`src/rtl/vsa_pkg.sv`:
```
`default_nettype none

package vsa_pkg;

    localparam int NUM_SLOTS_DEF = 32;
    localparam int SER_W         = 32;
    localparam int SLOT_OUT_W    = 5;
    localparam int CNT_OUT_W     = 6;

    localparam logic [1:0] PH_FREE     = 2'd0;
    localparam logic [1:0] PH_ACTIVE   = 2'd1;
    localparam logic [1:0] PH_FINISHED = 2'd2;

    localparam logic [1:0] MODE_CLAIM   = 2'd0;
    localparam logic [1:0] MODE_FINISH  = 2'd1;
    localparam logic [1:0] MODE_REL_SER = 2'd2;
    localparam logic [1:0] MODE_REL_ALL = 2'd3;

    typedef struct packed {
        logic [1:0]       phase;
        logic [SER_W-1:0] serial;
        logic             rel;
    } t_slot;

    typedef struct packed {
        logic                  granted;
        logic [SLOT_OUT_W-1:0] gslot;
        logic [SER_W-1:0]      gserial;
        logic                  stole;
        logic [SLOT_OUT_W-1:0] sslot;
        logic                  found;
        logic [CNT_OUT_W-1:0]  count;
    } t_result;

endpackage

`default_nettype wire

```
`src/rtl/vsa_cell.sv`:
```
`default_nettype none

module vsa_cell
    import vsa_pkg::*;
(
    input  wire   i_clk,
    input  wire   i_rst_n,
    input  wire   i_shift,
    input  wire   i_set_rel,
    input  t_slot i_din,
    output t_slot o_dout
);

    t_slot r_slot;

    always_ff @(posedge i_clk) begin
        if (!i_rst_n) begin
            r_slot.phase <= PH_FREE;
            r_slot.rel   <= 1'b0;
        end else if (i_shift) begin
            r_slot.phase <= i_din.phase;
            r_slot.rel   <= i_din.rel;
        end else if (i_set_rel) begin
            r_slot.rel   <= 1'b1;
        end
    end

    always_ff @(posedge i_clk) begin
        if (i_shift) begin
            r_slot.serial <= i_din.serial;
        end
    end

    assign o_dout = r_slot;

endmodule

`default_nettype wire

```
`src/rtl/vsa_head.sv`:
```
`default_nettype none

module vsa_head
    import vsa_pkg::*;
#(
    parameter int NUM_SLOTS = NUM_SLOTS_DEF,
    localparam int SW = $clog2(NUM_SLOTS),
    localparam int CW = (SW > SLOT_OUT_W) ? SW : SLOT_OUT_W
) (
    input  wire                   i_clk,
    input  wire                   i_rst_n,
    input  wire                   i_start,
    input  wire                   i_step,
    input  wire [1:0]             i_mode,
    input  wire [SLOT_OUT_W-1:0]  i_slot_index,
    input  wire [SER_W-1:0]       i_voice_serial,
    input  wire [SW-1:0]          i_pos,
    input  t_slot                 i_cur,
    output t_slot                 o_next,
    output logic [SW-1:0]         o_best,
    output t_result               o_res
);

    logic [1:0]            r_mode;
    logic [SLOT_OUT_W-1:0] r_idx;
    logic [SER_W-1:0]      r_ser;
    logic                  r_got, n_got;
    logic [SW-1:0]         r_gslot, n_gslot;
    logic [SER_W-1:0]      r_gser, n_gser;
    logic                  r_have, n_have;
    logic [SW-1:0]         r_best, n_best;
    logic [SER_W-1:0]      r_best_ser, n_best_ser;
    logic                  r_found, n_found;
    logic [CNT_OUT_W-1:0]  r_count, n_count;
    logic [SER_W-1:0]      r_ctr, n_ctr;
    logic [SER_W-1:0]      w_new_ser;
    logic                  w_in_use;
    t_slot                 w_next;

    always_comb begin
        w_next     = i_cur;
        n_got      = r_got;
        n_gslot    = r_gslot;
        n_gser     = r_gser;
        n_have     = r_have;
        n_best     = r_best;
        n_best_ser = r_best_ser;
        n_found    = r_found;
        n_ctr      = r_ctr;
        w_new_ser  = r_ctr + 1'b1;
        if (w_new_ser == '0) begin
            w_new_ser = {{(SER_W-1){1'b0}}, 1'b1};
        end
        w_in_use = (i_cur.phase == PH_ACTIVE) || (i_cur.phase == PH_FINISHED);

        unique case (r_mode)
            MODE_CLAIM: begin
                if (i_cur.phase == PH_FINISHED) begin
                    w_next.phase  = PH_FREE;
                    w_next.serial = '0;
                    w_next.rel    = 1'b0;
                end
                if (((i_cur.phase == PH_FREE) || (i_cur.phase == PH_FINISHED)) && !r_got) begin
                    w_next.phase  = PH_ACTIVE;
                    w_next.serial = w_new_ser;
                    w_next.rel    = 1'b0;
                    n_got         = 1'b1;
                    n_gslot       = i_pos;
                    n_gser        = w_new_ser;
                    n_ctr         = w_new_ser;
                end
                if ((i_cur.phase == PH_ACTIVE) && (!r_have || (i_cur.serial < r_best_ser))) begin
                    n_have     = 1'b1;
                    n_best     = i_pos;
                    n_best_ser = i_cur.serial;
                end
            end
            MODE_FINISH: begin
                if ((CW'(i_pos) == CW'(r_idx)) && (i_cur.phase == PH_ACTIVE)) begin
                    w_next.phase = PH_FINISHED;
                end
            end
            MODE_REL_SER: begin
                if ((r_ser != '0) && w_in_use && (i_cur.serial == r_ser) && !r_found) begin
                    w_next.rel = 1'b1;
                    n_found    = 1'b1;
                end
            end
            MODE_REL_ALL: begin
                if (w_in_use) begin
                    w_next.rel = 1'b1;
                end
            end
            default: ;
        endcase

        n_count = r_count + CNT_OUT_W'(w_next.phase == PH_ACTIVE);
    end

    always_ff @(posedge i_clk) begin
        if (!i_rst_n) begin
            r_got   <= 1'b0;
            r_have  <= 1'b0;
            r_found <= 1'b0;
            r_ctr   <= '0;
        end else if (i_start) begin
            r_got   <= 1'b0;
            r_have  <= 1'b0;
            r_found <= 1'b0;
        end else if (i_step) begin
            r_got   <= n_got;
            r_have  <= n_have;
            r_found <= n_found;
            r_ctr   <= n_ctr;
        end
    end

    always_ff @(posedge i_clk) begin
        if (i_start) begin
            r_mode     <= i_mode;
            r_idx      <= i_slot_index;
            r_ser      <= i_voice_serial;
            r_gslot    <= '0;
            r_gser     <= '0;
            r_best     <= '0;
            r_best_ser <= '0;
            r_count    <= '0;
        end else if (i_step) begin
            r_gslot    <= n_gslot;
            r_gser     <= n_gser;
            r_best     <= n_best;
            r_best_ser <= n_best_ser;
            r_count    <= n_count;
        end
    end

    assign o_next = w_next;
    assign o_best = r_best;

    always_comb begin
        o_res.granted = r_got;
        o_res.gslot   = SLOT_OUT_W'(r_gslot);
        o_res.gserial = r_gser;
        o_res.stole   = (r_mode == MODE_CLAIM) && !r_got && r_have;
        o_res.sslot   = o_res.stole ? SLOT_OUT_W'(r_best) : '0;
        o_res.found   = r_found;
        o_res.count   = r_count;
    end

endmodule

`default_nettype wire

```
`src/rtl/voice_slot_allocator.sv`:
```
`default_nettype none

// Voice slot allocator. The slots sit in a ring of cells that, while a request is being
// scanned, rotates one slot per cycle past a single update unit, so every request visits
// each slot once in index order: claims reclaim finished slots and grant the lowest free
// one, finish, release-by-serial and release-all update the slot as it passes. After the
// scan the result is loaded into the output register from the finish state, and the next
// request can be taken once the allocator is back in idle; a refused claim flags its
// steal target while the result waits in the finish state. o_stall stays high while a
// request is in the ring; a finished result waits in the output register while the next
// request is accepted, and a scan that ends while that result is still held waits until
// the output register is free.
module voice_slot_allocator
    import vsa_pkg::*;
#(
    parameter int NUM_SLOTS = NUM_SLOTS_DEF
) (
    input  wire                    i_clk,
    input  wire                    i_rst_n,
    input  wire                    i_valid,
    output logic                   o_stall,
    input  wire [1:0]              i_mode,
    input  wire [SLOT_OUT_W-1:0]   i_slot_index,
    input  wire [SER_W-1:0]        i_voice_serial,
    output logic                   o_valid,
    input  wire                    i_stall,
    output logic                   o_granted,
    output logic [SLOT_OUT_W-1:0]  o_granted_slot,
    output logic [SER_W-1:0]       o_granted_serial,
    output logic                   o_stole,
    output logic [SLOT_OUT_W-1:0]  o_stolen_slot,
    output logic                   o_found,
    output logic [CNT_OUT_W-1:0]   o_active_count
);

    localparam int SW = $clog2(NUM_SLOTS);

    localparam logic [1:0] S_IDLE = 2'd0;
    localparam logic [1:0] S_SCAN = 2'd1;
    localparam logic [1:0] S_FIN  = 2'd2;

    logic [1:0]    r_state, n_state;
    logic [SW-1:0] r_pos;
    logic          r_ovalid;
    t_result       r_res;
    t_result       w_res;
    t_slot         w_cell [NUM_SLOTS];
    t_slot         w_next;
    logic [SW-1:0] w_best;
    logic          w_accept;
    logic          w_shift;
    logic          w_last;
    logic          w_load;

    assign w_accept = i_valid && !o_stall;
    assign w_shift  = (r_state == S_SCAN);
    assign w_last   = (r_pos == SW'(NUM_SLOTS - 1));
    assign w_load   = (r_state == S_FIN) && (!r_ovalid || !i_stall);

    vsa_head #(
        .NUM_SLOTS(NUM_SLOTS)
    ) u_head (
        .i_clk          (i_clk),
        .i_rst_n        (i_rst_n),
        .i_start        (w_accept),
        .i_step         (w_shift),
        .i_mode         (i_mode),
        .i_slot_index   (i_slot_index),
        .i_voice_serial (i_voice_serial),
        .i_pos          (r_pos),
        .i_cur          (w_cell[0]),
        .o_next         (w_next),
        .o_best         (w_best),
        .o_res          (w_res)
    );

    for (genvar k = 0; k < NUM_SLOTS; k++) begin : g_cell
        t_slot w_din;
        logic  w_set;

        if (k == NUM_SLOTS - 1) begin : g_tail
            assign w_din = w_next;
        end else begin : g_body
            assign w_din = w_cell[k+1];
        end

        assign w_set = (r_state == S_FIN) && w_res.stole && (w_best == SW'(k));

        vsa_cell u_cell (
            .i_clk     (i_clk),
            .i_rst_n   (i_rst_n),
            .i_shift   (w_shift),
            .i_set_rel (w_set),
            .i_din     (w_din),
            .o_dout    (w_cell[k])
        );
    end

    always_comb begin
        n_state = r_state;
        unique case (r_state)
            S_IDLE: begin
                if (w_accept) begin
                    n_state = S_SCAN;
                end
            end
            S_SCAN: begin
                if (w_last) begin
                    n_state = S_FIN;
                end
            end
            S_FIN: begin
                if (w_load) begin
                    n_state = S_IDLE;
                end
            end
            default: n_state = S_IDLE;
        endcase
    end

    always_ff @(posedge i_clk) begin
        if (!i_rst_n) begin
            r_state  <= S_IDLE;
            r_pos    <= '0;
            r_ovalid <= 1'b0;
        end else begin
            r_state <= n_state;
            if (w_accept) begin
                r_pos <= '0;
            end else if (w_shift) begin
                r_pos <= r_pos + 1'b1;
            end
            if (w_load) begin
                r_ovalid <= 1'b1;
            end else if (!i_stall) begin
                r_ovalid <= 1'b0;
            end
        end
    end

    always_ff @(posedge i_clk) begin
        if (w_load) begin
            r_res <= w_res;
        end
    end

    assign o_stall          = (r_state != S_IDLE);
    assign o_valid          = r_ovalid;
    assign o_granted        = r_res.granted;
    assign o_granted_slot   = r_res.gslot;
    assign o_granted_serial = r_res.gserial;
    assign o_stole          = r_res.stole;
    assign o_stolen_slot    = r_res.sslot;
    assign o_found          = r_res.found;
    assign o_active_count   = r_res.count;

    // a claim either grants or steals, never both
    a_grant_xor_steal: assert property (@(posedge i_clk) disable iff (!i_rst_n)
        o_valid |-> !(o_granted && o_stole))
        else $error("grant and steal in one result");

    // granted serials skip zero
    a_serial_nonzero: assert property (@(posedge i_clk) disable iff (!i_rst_n)
        (o_valid && o_granted) |-> (o_granted_serial != '0))
        else $error("granted serial is zero");

    // a release match never comes with a grant or steal
    a_found_alone: assert property (@(posedge i_clk) disable iff (!i_rst_n)
        (o_valid && o_found) |-> (!o_granted && !o_stole))
        else $error("found flag mixed with claim result");

    // the ring is busy right after a request is taken
    a_busy_after_accept: assert property (@(posedge i_clk) disable iff (!i_rst_n)
        (i_valid && !o_stall) |=> (o_stall && (r_pos == '0)))
        else $error("request taken without starting a scan");

endmodule

`default_nettype wire

```
`config.mk`:
```
export PLATFORM = sky130hd
export DESIGN_NAME = voice_slot_allocator
export DESIGN_NICKNAME = d
export VERILOG_FILES = /design/src/rtl/vsa_pkg.sv /design/src/rtl/vsa_cell.sv /design/src/rtl/vsa_head.sv /design/src/rtl/voice_slot_allocator.sv
export SDC_FILE = /design/constraint.sdc
export NUM_CORES = 1
export LEC_CHECK = 0
export BUFFER_PORTS_ARGS = -buffer_cell sky130_fd_sc_hd__buf_2
export CORE_MARGIN = 2
export CORE_UTILIZATION = 25
export CTS_BUF_LIST = sky130_fd_sc_hd__clkbuf_16
export DETAILED_ROUTE_END_ITERATION = 10
export GPL_TIMING_DRIVEN = 0
export SLEW_MARGIN = 20
export SYNTH_ARGS = -nofsm -noshare
export SYNTH_HDL_FRONTEND = slang
export SYNTH_SLANG_ARGS = --single-unit
```
`constraint.sdc`:
```
create_clock -name i_clk -period 40.1 [get_ports i_clk]
set_input_delay 4.01 -clock i_clk [delete_from_list [all_inputs] [get_ports i_clk]]
set_output_delay 4.01 -clock i_clk [all_outputs]
set_load 0.05 [all_outputs]
```
==> results.md <==
Run status:
- The run finished with clean final reports.

Detailed routing:
- The iteration-0 DRC count of the detailed router is 1809.
- The final routed DRC violation total is 0.
- Before antenna repair, the detailed router went through 5 iterations.
- The overall via count from detail_route is 19700.
- Using the TritonRoute via totals, the vias-per-cell ratio works out to 3.93.
- The wire length after detailed routing is 79500 um.
- After detailed routing, the average wire length per cell comes to 15.9 um.
- In this run the remaining antenna-violating nets after routing total 0.

STA:
- Setup repair after global routing left no endpoint under its margin.
- Adding up every negative setup slack in the final design gives 0 ns.
- The transition at the pin with the smallest max-transition slack is 1.04 ns.
- Setup slack on the critical path of the routed design comes to 34.54 ns.
- The final hold violation count came to 0.
- The minimum period implied by the final worst setup slack is 5.56 ns.
- The final worst hold slack is 0.386 ns.
- Measured against its own limit, the worst slew margin works out to 0.305.
- Dividing the final minimum period by the clock period gives 0.139.
- The final-report max-slew violation count is 0.
- The maximum frequency from static timing analysis is 180 MHz.
- The clock skew after layout is 0.0375 ns.
- Setup violations remaining at the end of the flow were counted as 0.

Pwr:
- The total power density per cell area is 55.4 nW/um^2.
- VDD sags by at most 0.0408 mV.
- Of the total power, the clock network draws 0.420.
- The switching share of power is 0.212.
- The share of total power in sequential cells is 0.554.
- The leakage dissipation is 16.6 nW.
- Summed over all nets, the switching power comes to 0.604 mW.
- The design internal power is 2.24 mW.
- The share of total power dissipated in combinational logic is 0.027.

Clock network:
- The cell sitting at the root of the clock tree is a clkbuf_16.
- The TritonCTS clock tree is done.
- The clock buffer count from CTS is 131.
- Clock-pin slew was measured on the worst setup and hold paths at 0.06 ns.
- The number of gates given a new drive strength after cts is 0.
- Counting every sink on the clock net gives 1301.
- For this design, the CTS-stage hold fixing added 0 buffers.
- In this run the post-CTS setup repair buffer count came out at 0.
- The clock network latency to the later pin of the worst-skew pair is 0.76 ns.
- The clock passes through at most 3 buffers.
- The deepest level of the CTS H-tree is 4.

Finish:
- From synthesis to final layout, the design area changed by 19.2%.
- In the final layout, the multi-input gates occupy 5440 sq um.
- Counting the fill cells in the layout gives 16800.
- The area of all placed cells without fillers is 51400 sq um.
- Of the cells placed in the final design, the portion with a size suffix greater than 1 is 0.127.
- The utilization after layout is 0.300.
- In the final design database the tool counted 2669 nets.
- The area occupied by registers is 37200 sq um.

Floorplan:
- The initial utilization of the core area, before any placement, comes to 0.252.
- The die outline area is 176000 sq um.
- The horizontal extent of the die is 419 um.
- The vertical die dimension is 419 um.
- The top-level I/O count is 96.
- The standard cell core area is 172000 sq um.
- After floorplanning, the core was divided into 152 placement rows.

Setup path:
- The largest driver fanout on the critical path is 3.
- The type of element launching the critical path is a flop.
- The kind of critical path is flop to output pin.
- The worst setup path is captured at an output pin.
- The data arrival time of the worst path is 1.55 ns.
- The required time of the critical path is 36.09 ns.

Yosys:
- The total nets after synthesis is 2417.
- The share of the yosys chip area belonging to registers is 0.862.
- A synthesized cell averages 18.5 sq um.
- Yosys printed 0 warnings.
- The cell area that synthesis handed to floorplanning was 43100 sq um.
- The cell count after synthesis came out at 2334.
- The most used flip-flop cell after synthesis is edfxtp_1.
- By area the synthesized netlist is led by edfxtp_1 78%, dfxtp_1 8.7%, nand2_1 1.9%.
- Of the post-synthesis cell area, the dominant cell type holds 0.775.
- The largest area contributor in the synthesized netlist is edfxtp_1.
- The count of state elements after synthesis is 1301.
- In this run, synthesis inferred 1114 flip-flops with an integrated enable.
- The number of distinct standard cells referenced by the synthesized netlist is 60.
- In the synthesized netlist the async set-or-reset flop fraction comes to 0.

Run:
- The tool flagged a number of max-cap violations equal to 0.

GRT:
- The global-route usage over all layers is 0.0894.
- The initial antenna violation count is 4.
- The number of global-route vias before repair came to 19300.
- The wire length of the first global-routing pass is 118000 um.
- Summed over all layers, the global routing overflow is 0.
- Entering global routing, the biggest net connects 60 pins.

Placed design:
- At the end of routability-driven placement, the weighted congestion stood at 0.852.
- Once detailed placement completed, the half-perimeter wirelength came to 52800 um.
- The number of input and output port buffers inserted is 95.
- Before CTS, the worst setup slack after placement is 33.91 ns.
- The placement-stage cell area is 47100 sq um.

Hold path:
- The class of the most critical hold timing path is flop to flop.
logic make-up (layout without fill, tap and decap cells):
family	count (synthesis)	in the layout	synth area share
mux	3	3	0.000696
buf+inv	130	483	0.0122
simple gates	482	482	0.0539
compound gates	279	279	0.0395
flops	1301	1301	0.862
fa+ha+maj	40	40	0.0116
other cells	0	2	0
xor+xnor	99	99	0.0201
power by group through the flow:
stage	Combinational (mW)	Clock [mW]	Sequential (mW)
2_1_floorplan	0.0429	0	1.69
3_3_place_gp	0.0658	0	1.74
3_5_place_dp	0.0780	0	1.61
4_1_cts	0.0780	1.24	1.58
5_1_grt	0.0840	1.29	1.58
6_report	0.0760	1.20	1.58
registers in the layout, summed over array words and instances (netlist names), 6 cells and up:
register	count
o_granted_serial	32
u_head.r_gser	32
u_head.r_ctr	32
u_head.r_best_ser	32
u_head.r_count	6
g_cell.u_cell.o_dout	1088
u_head.r_ser	32
o_active_count	6
through the flow:
stage	cells	total power, mW
after global placement	4739	1.80
after CTS	4997	2.89
after detailed placement	4763	1.68
final	4999	2.85
after global routing	4997	2.95
after floorplan	2334	1.73
synthesized netlist by cell type (all sizes together), types with 6 or more instances:
cell type,count
buf,31
and2,27
xor2,30
nor3,13
nor2,34
and4,6
nor4,16
ha,40
edfxtp,1114
o21ai,115
clkbuf,58
inv,40
nand3,86
dfxtp,187
and3,11
a21boi,73
nand2,223
xnor2,69
a21oi,58
nand4,33
or3,14
routing by layer:
layer | vias up | global-route usage | share of wire
met1 | 9826 | 0.106 | 0.41
met3 | 195 | 0.0196 | 0.034
met2 | 357 | 0.150 | 0.50
li1 | 9288 | - | -
met4 | 0 | 0.0503 | 0.053
met5 | - | 0 | 0
worst max-delay path: stages (launching register included):
cell     delay, ns
dfxtp_1       0.32
nor2_1        0.22
inv_1         0.06
buf_2         0.21
final timing paths:
check / from / end / slack [ns] / cells after the start
min reg2reg: g_cell[23].u_cell.o_dout[17] / g_cell[22].u_cell.o_dout[17] / 0.39 / 0
max reg2reg: r_state[1] / g_cell[0].u_cell.o_dout[22] / 35.44 / 12
min: g_cell[23].u_cell.o_dout[17] / g_cell[22].u_cell.o_dout[17] / 0.39 / 0
max: r_state[0] / o_stall / 34.54 / 3
placed cells by master (no fill, tap or decap), types with 27 or more instances in the layout:
master        n
nand4_1      32
nand3_1      85
a21oi_1      57
xnor2_1      69
a21boi_0     73
nand2_1     223
and2_1       27
ha_1         40
xor2_1       30
dfxtp_1     187
inv_1        63
clkbuf_1     55
edfxtp_1   1114
clkbuf_16   133
nor2_1       33
buf_2       105
o21ai_0     110
final cells by class:
| type | count | share of cell area |
|---|---|---|
| Multi-Input combinational cell | 903 | 0.106 |
| Tap cell | 2310 | 0.0562 |
| Inverter | 41 | 0.00299 |
| Sequential cell | 1301 | 0.723 |
| Buffer | 89 | 0.00735 |
| Antenna cell | 2 | 0.0000973 |
| Timing Repair Buffer | 119 | 0.0206 |
| Clock inverter | 101 | 0.0189 |
| Clock buffer | 133 | 0.0647 |
Note: power is estimated with default switching activity, not from simulation.
